==> src/hdl/cse_pkg.sv <==
`default_nettype none
// ----------------------------------------------------------------------------
// cse_pkg: shared types and constants of the C string escape encoder
// Character codes, run length codes and the word passed from the
// classifier to the emitter.
// ----------------------------------------------------------------------------
package cse_pkg;

    localparam int QUEUE_DEPTH_DEFAULT = 4;

    localparam logic [7:0] CHAR_BACKSLASH = 8'h5C;
    localparam logic [7:0] CHAR_DQUOTE    = 8'h22;
    localparam logic [7:0] CHAR_HASH      = 8'h23;
    localparam logic [7:0] CHAR_SPACE     = 8'h20;
    localparam logic [7:0] CHAR_DEL       = 8'h7F;
    localparam logic [7:0] CHAR_CTRL_END  = 8'h20;

    localparam logic [7:0] CTRL_BEL = 8'h07;
    localparam logic [7:0] CTRL_BS  = 8'h08;
    localparam logic [7:0] CTRL_HT  = 8'h09;
    localparam logic [7:0] CTRL_LF  = 8'h0A;
    localparam logic [7:0] CTRL_VT  = 8'h0B;
    localparam logic [7:0] CTRL_FF  = 8'h0C;
    localparam logic [7:0] CTRL_CR  = 8'h0D;

    localparam logic [7:0] LETTER_A = 8'h61;
    localparam logic [7:0] LETTER_B = 8'h62;
    localparam logic [7:0] LETTER_F = 8'h66;
    localparam logic [7:0] LETTER_N = 8'h6E;
    localparam logic [7:0] LETTER_R = 8'h72;
    localparam logic [7:0] LETTER_T = 8'h74;
    localparam logic [7:0] LETTER_V = 8'h76;

    // index of the final byte of a run
    localparam logic [1:0] RUN_LITERAL = 2'd0;
    localparam logic [1:0] RUN_PAIR    = 2'd1;
    localparam logic [1:0] RUN_OCTAL   = 2'd3;

    typedef struct packed {
        logic [3:0][7:0] bytes;
        logic [1:0]      last_idx;
        logic            str_last;
    } cse_word_t;

endpackage
`default_nettype wire

==> src/hdl/cse_front.sv <==
`default_nettype none
// ----------------------------------------------------------------------------
// cse_front: input classifier
// Accepts source bytes, tracks the string edge and builds the escaped run.
// ----------------------------------------------------------------------------
module cse_front (
    input  wire logic              aclk,
    input  wire logic              aresetn,
    input  wire logic              cfg_wr_en,
    input  wire logic              cfg_wr_data,
    input  wire logic              s_tvalid,
    output logic                   s_tready,
    input  wire logic [7:0]        s_tdata,
    input  wire logic              s_tlast,
    input  wire logic              q_full,
    output logic                   q_push,
    output cse_pkg::cse_word_t     q_word
);
    import cse_pkg::*;

    logic space_mode_reg, space_mode_next;
    logic at_start_reg, at_start_next;
    logic edge_pos;
    logic use_octal;
    logic [7:0] pair_char;
    logic is_pair;

    assign s_tready = !q_full;
    assign q_push   = s_tvalid && !q_full;
    assign edge_pos = at_start_reg || s_tlast;

    always_comb begin
        space_mode_next = cfg_wr_en ? cfg_wr_data : space_mode_reg;
        at_start_next   = q_push ? s_tlast : at_start_reg;
    end

    always_ff @(posedge aclk) begin
        if (!aresetn) begin
            space_mode_reg <= 1'b0;
            at_start_reg   <= 1'b1;
        end else begin
            space_mode_reg <= space_mode_next;
            at_start_reg   <= at_start_next;
        end
    end

    always_comb begin
        is_pair   = 1'b1;
        pair_char = s_tdata;
        case (s_tdata)
            CTRL_BEL:       pair_char = LETTER_A;
            CTRL_BS:        pair_char = LETTER_B;
            CTRL_FF:        pair_char = LETTER_F;
            CTRL_LF:        pair_char = LETTER_N;
            CTRL_CR:        pair_char = LETTER_R;
            CTRL_HT:        pair_char = LETTER_T;
            CTRL_VT:        pair_char = LETTER_V;
            CHAR_BACKSLASH: pair_char = s_tdata;
            CHAR_DQUOTE:    pair_char = s_tdata;
            default:        is_pair = 1'b0;
        endcase
    end

    assign use_octal = (s_tdata < CHAR_CTRL_END) || (s_tdata >= CHAR_DEL)
                       || (s_tdata == CHAR_HASH)
                       || ((s_tdata == CHAR_SPACE) && space_mode_reg && edge_pos);

    always_comb begin
        q_word.str_last = s_tlast;
        q_word.bytes[0] = CHAR_BACKSLASH;
        q_word.bytes[1] = pair_char;
        q_word.bytes[2] = {5'b00110, s_tdata[5:3]};
        q_word.bytes[3] = {5'b00110, s_tdata[2:0]};
        if (is_pair) begin
            q_word.last_idx = RUN_PAIR;
        end else if (use_octal) begin
            q_word.last_idx = RUN_OCTAL;
            q_word.bytes[1] = {6'b001100, s_tdata[7:6]};
        end else begin
            q_word.last_idx = RUN_LITERAL;
            q_word.bytes[0] = s_tdata;
        end
    end

endmodule
`default_nettype wire

==> src/hdl/cse_queue.sv <==
`default_nettype none
// ----------------------------------------------------------------------------
// cse_queue: run queue
// Short first-in first-out buffer between the classifier and the emitter.
// ----------------------------------------------------------------------------
module cse_queue #(
    parameter int DEPTH = cse_pkg::QUEUE_DEPTH_DEFAULT
) (
    input  wire logic              aclk,
    input  wire logic              aresetn,
    input  wire logic              push,
    input  cse_pkg::cse_word_t     push_word,
    output logic                   full,
    input  wire logic              pop,
    output logic                   head_valid,
    output cse_pkg::cse_word_t     head_word
);
    import cse_pkg::*;

    localparam int PTR_W = (DEPTH > 1) ? $clog2(DEPTH) : 1;
    localparam int CNT_W = $clog2(DEPTH + 1);

    cse_word_t        store [DEPTH];
    logic [PTR_W-1:0] wr_ptr_reg, wr_ptr_next;
    logic [PTR_W-1:0] rd_ptr_reg, rd_ptr_next;
    logic [CNT_W-1:0] count_reg, count_next;
    logic             do_push, do_pop;

    assign full       = (count_reg == CNT_W'(DEPTH));
    assign head_valid = (count_reg != '0);
    assign head_word  = store[rd_ptr_reg];
    assign do_push    = push && !full;
    assign do_pop     = pop && head_valid;

    always_comb begin
        wr_ptr_next = wr_ptr_reg;
        rd_ptr_next = rd_ptr_reg;
        count_next  = count_reg;
        if (do_push) begin
            wr_ptr_next = (wr_ptr_reg == PTR_W'(DEPTH - 1)) ? '0 : wr_ptr_reg + 1'b1;
        end
        if (do_pop) begin
            rd_ptr_next = (rd_ptr_reg == PTR_W'(DEPTH - 1)) ? '0 : rd_ptr_reg + 1'b1;
        end
        if (do_push && !do_pop) begin
            count_next = count_reg + 1'b1;
        end else if (do_pop && !do_push) begin
            count_next = count_reg - 1'b1;
        end
    end

    always_ff @(posedge aclk) begin
        if (!aresetn) begin
            wr_ptr_reg <= '0;
            rd_ptr_reg <= '0;
            count_reg  <= '0;
        end else begin
            wr_ptr_reg <= wr_ptr_next;
            rd_ptr_reg <= rd_ptr_next;
            count_reg  <= count_next;
        end
    end

    always_ff @(posedge aclk) begin
        if (do_push) begin
            store[wr_ptr_reg] <= push_word;
        end
    end

endmodule
`default_nettype wire

==> src/hdl/cse_back.sv <==
`default_nettype none
// ----------------------------------------------------------------------------
// cse_back: run emitter
// Walks the head run one byte per cycle into the output register while m_tready does not stall it.
// ----------------------------------------------------------------------------
module cse_back (
    input  wire logic              aclk,
    input  wire logic              aresetn,
    input  wire logic              head_valid,
    input  cse_pkg::cse_word_t     head_word,
    output logic                   pop,
    output logic                   m_tvalid,
    input  wire logic              m_tready,
    output logic [7:0]             m_tdata,
    output logic                   m_tuser,
    output logic                   m_tlast
);
    import cse_pkg::*;

    logic [1:0] idx_reg, idx_next;
    logic       valid_reg, valid_next;
    logic [7:0] byte_reg, byte_next;
    logic       run_end_reg, run_end_next;
    logic       str_end_reg, str_end_next;
    logic       load;
    logic       at_final;

    assign load     = head_valid && (!valid_reg || m_tready);
    assign at_final = (idx_reg == head_word.last_idx);
    assign pop      = load && at_final;

    always_comb begin
        idx_next     = idx_reg;
        valid_next   = valid_reg;
        byte_next    = byte_reg;
        run_end_next = run_end_reg;
        str_end_next = str_end_reg;
        if (load) begin
            valid_next   = 1'b1;
            byte_next    = head_word.bytes[idx_reg];
            run_end_next = at_final;
            str_end_next = at_final && head_word.str_last;
            idx_next     = at_final ? 2'd0 : idx_reg + 2'd1;
        end else if (m_tready) begin
            valid_next = 1'b0;
        end
    end

    always_ff @(posedge aclk) begin
        if (!aresetn) begin
            idx_reg   <= 2'd0;
            valid_reg <= 1'b0;
        end else begin
            idx_reg   <= idx_next;
            valid_reg <= valid_next;
        end
    end

    always_ff @(posedge aclk) begin
        byte_reg    <= byte_next;
        run_end_reg <= run_end_next;
        str_end_reg <= str_end_next;
    end

    assign m_tvalid = valid_reg;
    assign m_tdata  = byte_reg;
    assign m_tuser  = run_end_reg;
    assign m_tlast  = str_end_reg;

endmodule
`default_nettype wire

==> src/hdl/c_string_escape_encoder.sv <==
`default_nettype none
// ----------------------------------------------------------------------------
// c_string_escape_encoder: C string escape encoder
// Expands each source byte into its escaped form of one to four bytes.
// ----------------------------------------------------------------------------
// One source byte enters per cycle while the run queue has room; it leaves as
// a run of one (plain byte), two (backslash and letter or byte) or four
// (backslash and three octal digits) output words, one word per cycle through
// the output register while m_tready does not stall it; the run length sets the
// sustained rate at the output port. tuser marks the final word of each run
// and tlast the final word of a string. cfg_wr_data sets the space mode:
// when 1, a space at the start or end of a string leaves as \040.
module c_string_escape_encoder #(
    parameter int QUEUE_DEPTH = cse_pkg::QUEUE_DEPTH_DEFAULT
) (
    input  wire logic       aclk,
    input  wire logic       aresetn,
    input  wire logic       cfg_wr_en,
    input  wire logic       cfg_wr_data,
    input  wire logic       s_tvalid,
    output logic            s_tready,
    input  wire logic [7:0] s_tdata,   // [7:0] in_byte
    input  wire logic       s_tlast,   // is_last
    output logic            m_tvalid,
    input  wire logic       m_tready,
    output logic [7:0]      m_tdata,   // [7:0] out_byte
    output logic            m_tuser,   // [0] run_end
    output logic            m_tlast    // string_end
);
    import cse_pkg::*;

    cse_word_t push_word;
    cse_word_t head_word;
    logic      q_push, q_full, q_pop, q_valid;

    cse_front u_front (
        .aclk        (aclk),
        .aresetn     (aresetn),
        .cfg_wr_en   (cfg_wr_en),
        .cfg_wr_data (cfg_wr_data),
        .s_tvalid    (s_tvalid),
        .s_tready    (s_tready),
        .s_tdata     (s_tdata),
        .s_tlast     (s_tlast),
        .q_full      (q_full),
        .q_push      (q_push),
        .q_word      (push_word)
    );

    cse_queue #(
        .DEPTH (QUEUE_DEPTH)
    ) u_queue (
        .aclk       (aclk),
        .aresetn    (aresetn),
        .push       (q_push),
        .push_word  (push_word),
        .full       (q_full),
        .pop        (q_pop),
        .head_valid (q_valid),
        .head_word  (head_word)
    );

    cse_back u_back (
        .aclk       (aclk),
        .aresetn    (aresetn),
        .head_valid (q_valid),
        .head_word  (head_word),
        .pop        (q_pop),
        .m_tvalid   (m_tvalid),
        .m_tready   (m_tready),
        .m_tdata    (m_tdata),
        .m_tuser    (m_tuser),
        .m_tlast    (m_tlast)
    );

    a_string_end_closes_run: assert property (@(posedge aclk) disable iff (!aresetn)
        m_tvalid && m_tlast |-> m_tuser)
        else $error("string end on a word that does not close its run");

    a_run_continues: assert property (@(posedge aclk) disable iff (!aresetn)
        m_tvalid && m_tready && !m_tuser |=> m_tvalid)
        else $error("gap inside an escape run");

    a_pop_nonempty: assert property (@(posedge aclk) disable iff (!aresetn)
        q_pop |-> q_valid)
        else $error("run queue popped while empty");

endmodule
`default_nettype wire
==> config.mk <==
export PLATFORM = sky130hd
export DESIGN_NAME = c_string_escape_encoder
export DESIGN_NICKNAME = d
export VERILOG_FILES = /design/src/hdl/cse_pkg.sv /design/src/hdl/cse_front.sv /design/src/hdl/cse_queue.sv /design/src/hdl/cse_back.sv /design/src/hdl/c_string_escape_encoder.sv
export SDC_FILE = /design/constraint.sdc
export NUM_CORES = 1
export LEC_CHECK = 0
export ABC_AREA = 1
export BUFFER_PORTS_ARGS = -buffer_cell sky130_fd_sc_hd__buf_2
export CAP_MARGIN = 20
export CORE_ASPECT_RATIO = 0.8
export CORE_MARGIN = 2
export CORE_UTILIZATION = 61
export CTS_CLUSTER_DIAMETER = 40
export DETAILED_ROUTE_END_ITERATION = 10
export PLACE_DENSITY = 0.78
export SYNTH_ARGS = -nofsm -noshare
export SYNTH_HDL_FRONTEND = slang
export SYNTH_SLANG_ARGS = --single-unit
export TNS_END_PERCENT = 10
==> constraint.sdc <==
create_clock -name aclk -period 3 [get_ports aclk]
set_input_delay 0.15 -clock aclk [delete_from_list [all_inputs] [get_ports aclk]]
set_output_delay 0.15 -clock aclk [all_outputs]
set_load 0.05 [all_outputs]
==> impl_results.md, run 1 <==
- Max VDD drop: 0.564 mV
- Maxcap violations: 0
- Reg clk slew, reported paths: 60 ps
- Relative slew slack: 58.5%
- Hold Path End: u_queue.store[2][16]
- Initial Util: a little over three fifths
- Vias in the first global route: 3836
- Post-Synthesis Cells: 494
- Final Hold Fails: 0
- Final setup vio count: 0
- Mapped cell area: 0.00537 mm2
- Fillers: 572
- Worst path slowest cell: dfxtp_1
- RSZ-0062 raised after global routing: false
- Worst Setup End Kind: flip-flop
- Reg2Reg Launch Point: u_back.idx_reg[0]
- # rows: 30
- Outcome: completed
- TritonCTS buffer count: 17
- CTS H-tree lvls: 4
- FF-to-FF End: u_queue.count_reg[2]
- Total track usage: 28.7%
- Gr ovfl total: 0
- Largest net degree at the start of global routing: 51
- Max-slew violations: 0
- Synthesis Warnings: 0
- Critical path required time: 3450 ps
- DRT Pass-1 Iters: 5
- Placeable Area: ~0.0085 mm2
- Remaining DRCs: 0
- Multi-input logic area: 0.00154 mm2
- Crit path cell chain: inv_1 > nand2_1 > nand2_2 > nand3_4 > ha_1 > inv_1 > fa_1 > nor2_1 > nor2_1 > nand2_1 > o21ai_0 > a21oi_1
- Clk buf depth: 2
- Clk sink count: 124
- CP max stage delay: ~700 ps
- CTS tree: done
- F_max: between 400 and 500 MHz
- Die extent in y: 87.9 um
- Max reg flops: 100
- Syn Area/Cell: 10.9 um2
- Gpl congestion: roughly 0.89
- Worst Path Arrival: 2810 ps
- DR WL/cell: between 15 and 20 um
- Share of layout cells above drive strength 1: between 15 and 20%
- Post-CTS Resized: 0
- Final TNS setup: 0 ps
- Post-layout nets: ~570
- Worst Setup Start Kind: flip-flop
- IO buf count: 26
- Hold Startpoint: s_tdata[7]
- Count of cell types in the netlist: 35
- Seq cells post-synth: 124
- Pwr dens: 1040 mW/mm2
- I/O Pins: 27
- Worst Tran Pin Value: 622 ps
- Initial antenna violation count: 0
- Root Buffer: clkbuf_8
- Reg area: about 0.0036 mm2
- Worst reg2reg setup slack: 640 ps
- CP Max Fanout: 14
- Seq/Total Area, Yosys: 66.8%
- Reg2Reg Depth: 12
- Synth-to-layout area growth: 19.9%
- Minimum clock period: 2360 ps
- Dpl hpwl: 7480 um
- Worst Hold Slack: 90.6 ps
- Clock Latency Late Sink: 520 ps
- DRT Wirelength: 12600 um
- Via Count: 3971
- Hold crit path type: in2reg
- Hold path cells: 3
- Detail Route Antenna Nets: 0
- Die span in x: 109 um
- Pleak: 2.55 nW
- Type of the worst setup path: reg2reg
- Max Clock Skew: 10.7 ps
- Total Die Area: 0.00957 mm2
- # diodes: 0
- First-pass GRT wire length: 19700 um
- Number of DRC markers in iteration 0: 566
- Vias per cell: 5.88
- Period utilisation layout: 78.8%
[layout by cell type (no fill, tap or decap), types with 2 or more instances in the layout]
master / instances
a21oi_1: 12
a31oi_1: 3
buf_2: 26
buf_4: 11
bufinv_16: 5
clkbuf_16: 16
clkbuf_8: 3
clkinv_4: 3
clkinvlp_4: 2
conb_1: 8
dfxtp_1: 14
dlygate4sd3_1: 11
edfxtp_1: 110
ha_1: 6
inv_1: 44
inv_2: 4
inv_6: 2
nand2_1: 69
nand2_2: 5
nand3_1: 27
nand3_2: 2
nand4_1: 4
nor2_1: 79
nor2_2: 8
nor2_4: 2
nor3_2: 2
o211ai_1: 7
o21ai_0: 58
o221ai_1: 6
o22ai_1: 3
[what timing repair did]
item / CTS / global route
buffers inserted: 0 / 0
endpoints found under the hold margin: 37 / 0
hold buffers: 11 / 0
setup endpoints to repair: 0 / 0
[cell type report]
cell class | instances | area share, %
Sequential cell | 124 | 55.7
Multi-Input combinational cell | 309 | 23.9
Clock buffer | 20 | 6.93
Timing Repair Buffer | 48 | 5.02
Clock inverter | 12 | 3.25
Inverter | 50 | 2.96
Tap cell | 112 | 2.18
[layer usage]
| metal | part of all wire (%) | GRT usage (%) | wire length, um |
|---|---|---|---|
| met5 | 0 | 0 | 0 |
| met4 | 2.0 | 9.09 | 247 |
| met3 | 9.3 | 8.48 | 1180 |
| met2 | 48 | 46.6 | 6050 |
| met1 | 41 | 37.7 | 5140 |
[kinds of logic after synthesis]
logic type | count (synthesis) | share of synthesized area [%]
DFF | 124 | 66.8
adders and majority gates | 7 | 1.77
xor gates and xnor gates | 1 | 0.163
AOI/OAI and AO/OA | 91 | 9.45
buffers and inverters | 68 | 5.18
and+or+nand+nor | 202 | 16.6
other | 1 | 0.0699
[synth_stat cells, drive strengths merged]
cell    instances  area [um2]
o211ai          7        52.6
dfxtp          14         280
clkbuf          5        20.0
nand3          30         173
buf            13        67.6
nand2          75         302
xor2            1        8.76
ha              6        75.1
or2             1        6.26
o22ai           3        18.8
conb            1        3.75
a21oi          13        68.8
o21ai          59         295
nor2           89         359
nor3            3        25.0
clkinv          1        3.75
inv            49         186
edfxtp        110        3300
a31oi           3        18.8
nand4           4        25.0
fa              1        20.0
o221ai          6        52.6
[power by group]
part / switching (mW) / leakage (nW) / internal, mW
Combinational: 1.51 / 1.11 / 0.565
Sequential: 0.136 / 1.12 / 2.25
Clock: 0.747 / 0.312 / 1.49
Total: 2.39 / 2.55 / 4.30
[critical path: cells and delay by family (launching register included)]
family,cells,cell delay (ps)
buffers and inverters,2,250
DFF,1,710
adders and majority gates,2,550
and+or+nand+nor,6,590
AOI/OAI and AO/OA,2,190
[per-stage QoR]
stage	util (%)	std cells	instance area [um2]	power (mW)	setup WS, ps
6_report	75.5	675	6430	6.70	637
5_1_grt	75.5	675	6430	7.00	488
4_1_cts	75.5	675	6430	6.69	704
3_5_place_dp	66.5	632	5670	4.40	735
3_3_place_gp	66.5	632	5670	4.31	914
2_1_floorplan	-	501	5390	3.86	363
[worst max-delay path by stage]
stage	start	end	depth (start not counted)	slack [ps]
4_1_cts	u_back.idx_reg[0]	u_queue.count_reg[2]	12	700
2_1_floorplan	u_queue.count_reg[1]	u_queue.store[0][0]	4	360
3_3_place_gp	flip-flop	u_queue.count_reg[2]	13	910
5_1_grt	flip-flop	u_queue.count_reg[1]	12	490
6_report	u_back.idx_reg[0]	u_queue.count_reg[2]	12	640
3_5_place_dp	u_back.idx_reg[0]	u_queue.count_reg[2]	12	740
No activity file was read; power rests on OpenSTA's default activity.
==> inputs of run 2 (changes only) <==
Clock period 3 ns to 2.25 ns, I/O delays scaled along.
==> run 2 against run 1 <==
- clock skew decreased by 3.8 ps
- non-clock buffer count increased by 5
- hold slack worse by 31 ps
- combinational power grew 37%
- highest routed layer unchanged
- critical path type unchanged
- clock power is 35% higher
- largest cell class unchanged
- power rose by 35%
- sequential share of layout area fell by 0.52 points
- routed wire length fell by 4.8%
- sequential power increased by 33%
==> impl_results.md, run 2 (synthesis results as in run 1) <==
- Initial Util: 63.0% (unchanged)
- Share of layout cells above drive strength 1: 18.8% (+1.8 points)
- Met2 wire len: 5670 um (-6.2%)
- RSZ-0062 raised after global routing: false
- Critical path required time: 2640 ps (-810 ps)
- Sw frac: 35.3% (-0.47 points)
- Worst reg2reg setup slack: 130 ps (-510 ps)
- Final Cell Area: 0.00650 mm2 (+1.1%)
- Initial antenna violation count: 1 (+1)
- Pleak: 2.58 nW (+1.5%)
- Multi-input logic area: 0.00156 mm2 (+1.1%)
- Outcome: completed
- Root Buffer: clkbuf_8
- Relative slew slack: 66.4% (+8.0 points)
- First-pass GRT wire length: 19100 um (-2.8%)
- Maxcap violations: 0 (unchanged)
- Clk buf depth: 2 (unchanged)
- Max reg flops: 100 (unchanged)
- Pwr dens: 1390 mW/mm2 (+34%)
- Synth-to-layout area growth: 21.2%
- Placeable Area: 0.00852 mm2 (unchanged)
- I/O Pins: 27 (unchanged)
- Final Hold Fails: 0 (unchanged)
- # rows: 30 (unchanged)
- Largest net degree at the start of global routing: 51 (unchanged)
- Top sig layer: met4
- Most frequent cells in the layout: edfxtp_1 (110), nor2_1 (79), nand2_1 (69)
- CP Max Fanout: 6 (-8)
- Hold crit path type: in2reg
- Vias per cell: 5.68 (-3.5%)
- Part of the power in registers: 35.2% (-0.5 points)
- TritonCTS buffer count: 17 (unchanged)
- Period utilisation layout: 94.3% (+16 points)
- Pint: 5.85 mW (+36%)
- # diodes: 0 (unchanged)
- Total Die Area: 0.00957 mm2 (unchanged)
- DRT Wirelength: 12000 um (-4.8%)
- Worst Setup End Kind: flip-flop
- Total track usage: 27.6% (-1.0 points)
- Remaining DRCs: 0 (unchanged)
- WL met3: 1120 um (-5.3%)
- Max-slew violations: 0 (unchanged)
- Number of DRC markers in iteration 0: 320 (-43%)
- Crit path to: u_queue.count_reg[1]
- Die span in x: 109 um (unchanged)
- CTS tree: done
- Reg clk slew, reported paths: 60 ps (about the same)
- Final TNS setup: 0 ps (unchanged)
- Reg area: 0.00359 mm2 (+0.14%)
- Max Clock Skew: 6.87 ps (-3.81 ps)
- Die extent in y: 87.9 um (unchanged)
- Placed Area: 0.00570 mm2 (+0.53%)
- DR WL/cell: 17.7 um (-5.5%)
- F_max: 471 MHz (+11%)
- Final worst slack: 129 ps (-508 ps)
- Vias in the first global route: 3870 (+0.89%)
- Gpl congestion: 0.870 (-1.7%)
- Final setup vio count: 0 (unchanged)
- CTS H-tree lvls: 4 (unchanged)
- Net switching power: 3.19 mW (+33%)
- Worst Path Arrival: 2510 ps (-300 ps)
- Placement Setup Slack: 36.8 ps (-698 ps)
- DRT met1 WL: 4910 um (-4.5%)
- Clk sink count: 124 (unchanged)
- Commonest non-fill, non-tap cell in the layout: edfxtp_1
- Clock Latency Late Sink: 510 ps (about the same)
- Gr ovfl total: 0 (unchanged)
- Fillers: 482 (-16%)
- Worst Tran Pin Value: 503 ps (-119 ps)
- Post-layout nets: 577 (+0.87%)
- Comb power frac: 31.6% (+0.6 points)
- Minimum clock period: 2120 ps (-242 ps)
- IO buf count: 26 (unchanged)
- Worst Hold Slack: 59.6 ps (-31.0 ps)
- Detail Route Antenna Nets: 0 (unchanged)
- Type of the worst setup path: reg2reg
- Reg2Reg Depth: 12 (unchanged)
- FF-to-FF End: u_queue.count_reg[1]
- Max VDD drop: 0.957 mV (+70%)
- DRT Pass-1 Iters: 5 (unchanged)
- Clock power share: 33.2% (about the same)
- Dpl hpwl: 7150 um (-4.4%)
- Worst Setup Start Kind: flip-flop
- Via Count: 3862 (-2.7%)
[run 2: cell count changes in the layout (fill, tap and decap cells not counted), moves of 2 or more]
cell        change
o21ai_0         -2
o21ai_1         +2
clkinvlp_4      -2
clkinv_4        +3
buf_4           +5
dfxtp_1         -2
nand3_1         -3
clkinv_1        +2
nand3_2         +3
clkbuf_8        -2
[run 2: worst min-delay path by stage]
| stage | from | to | slack, ps | cells after the start |
|---|---|---|---|---|
| floorplan | cfg_wr_en | u_front.space_mode_reg | 210 | 1 |
| global placement | cfg_wr_en | u_front.space_mode_reg | 300 | 2 |
| detailed placement | cfg_wr_en | u_front.space_mode_reg | 310 | 2 |
| CTS | s_tvalid | u_front.at_start_reg | 20 | 5 |
| global route | s_tvalid | u_queue.wr_ptr_reg[1] | 70 | 4 |
| finish | s_tvalid | u_front.at_start_reg | 60 | 5 |
[run 2: layer usage]
| layer | GRT usage, % | up-vias |
|---|---|---|
| met5 | 0 | - |
| met1 | 35.8 | 1786 |
| li1 | - | 1823 |
| met3 | 8.11 | 37 |
| met2 | 44.1 | 216 |
| met4 | 11.7 | 0 |
[run 2: worst max-delay path: stages (launching register included)]
cell and delay (ps):
dfxtp_4 380, clkinv_4 70, nand2_1 80, nand3_2 100, nand2_1 120, nand2_1 70
nand2_2 110, nand3_4 110, ha_1 200, inv_1 110, fa_2 450, o21ai_1 130
a21oi_1 60
[run 2: cell type report]
type	instances	share of cell area, %
Inverter	50	3.00
Clock buffer	17	6.37
Multi-Input combinational cell	309	24.0
Sequential cell	124	55.2
Clock inverter	15	3.77
Timing Repair Buffer	53	5.54
Tap cell	112	2.16
[run 2: power groups by stage]
stage / registers (mW) / clock network (mW) / logic [mW]
detailed placement: 3.20 / 0 / 2.71
global placement: 3.18 / 0 / 2.61
finish: 3.19 / 3.00 / 2.85
global route: 3.22 / 3.13 / 3.13
CTS: 3.17 / 3.02 / 2.80
floorplan: 3.52 / 0 / 1.63
[run 2: stage by stage]
stage                     power [mW]  cells  util, %
final                           9.04    680     76.3
after global routing            9.48    680     76.3
after CTS                       8.98    679     75.9
after detailed placement        5.91    636     66.9
after global placement          5.79    636     66.9
after floorplan                 5.14    501        -
[run 2: timing repair]
action | 4_1_cts | 5_1_grt
buffers inserted | 0 | 1
hold buffers | 11 | 0
endpoints found under the hold margin | 42 | 0
resized for setup | 1 | 12
setup endpoints to repair | 2 | 2
cloned | 0 | 0
pin swaps | 0 | 0
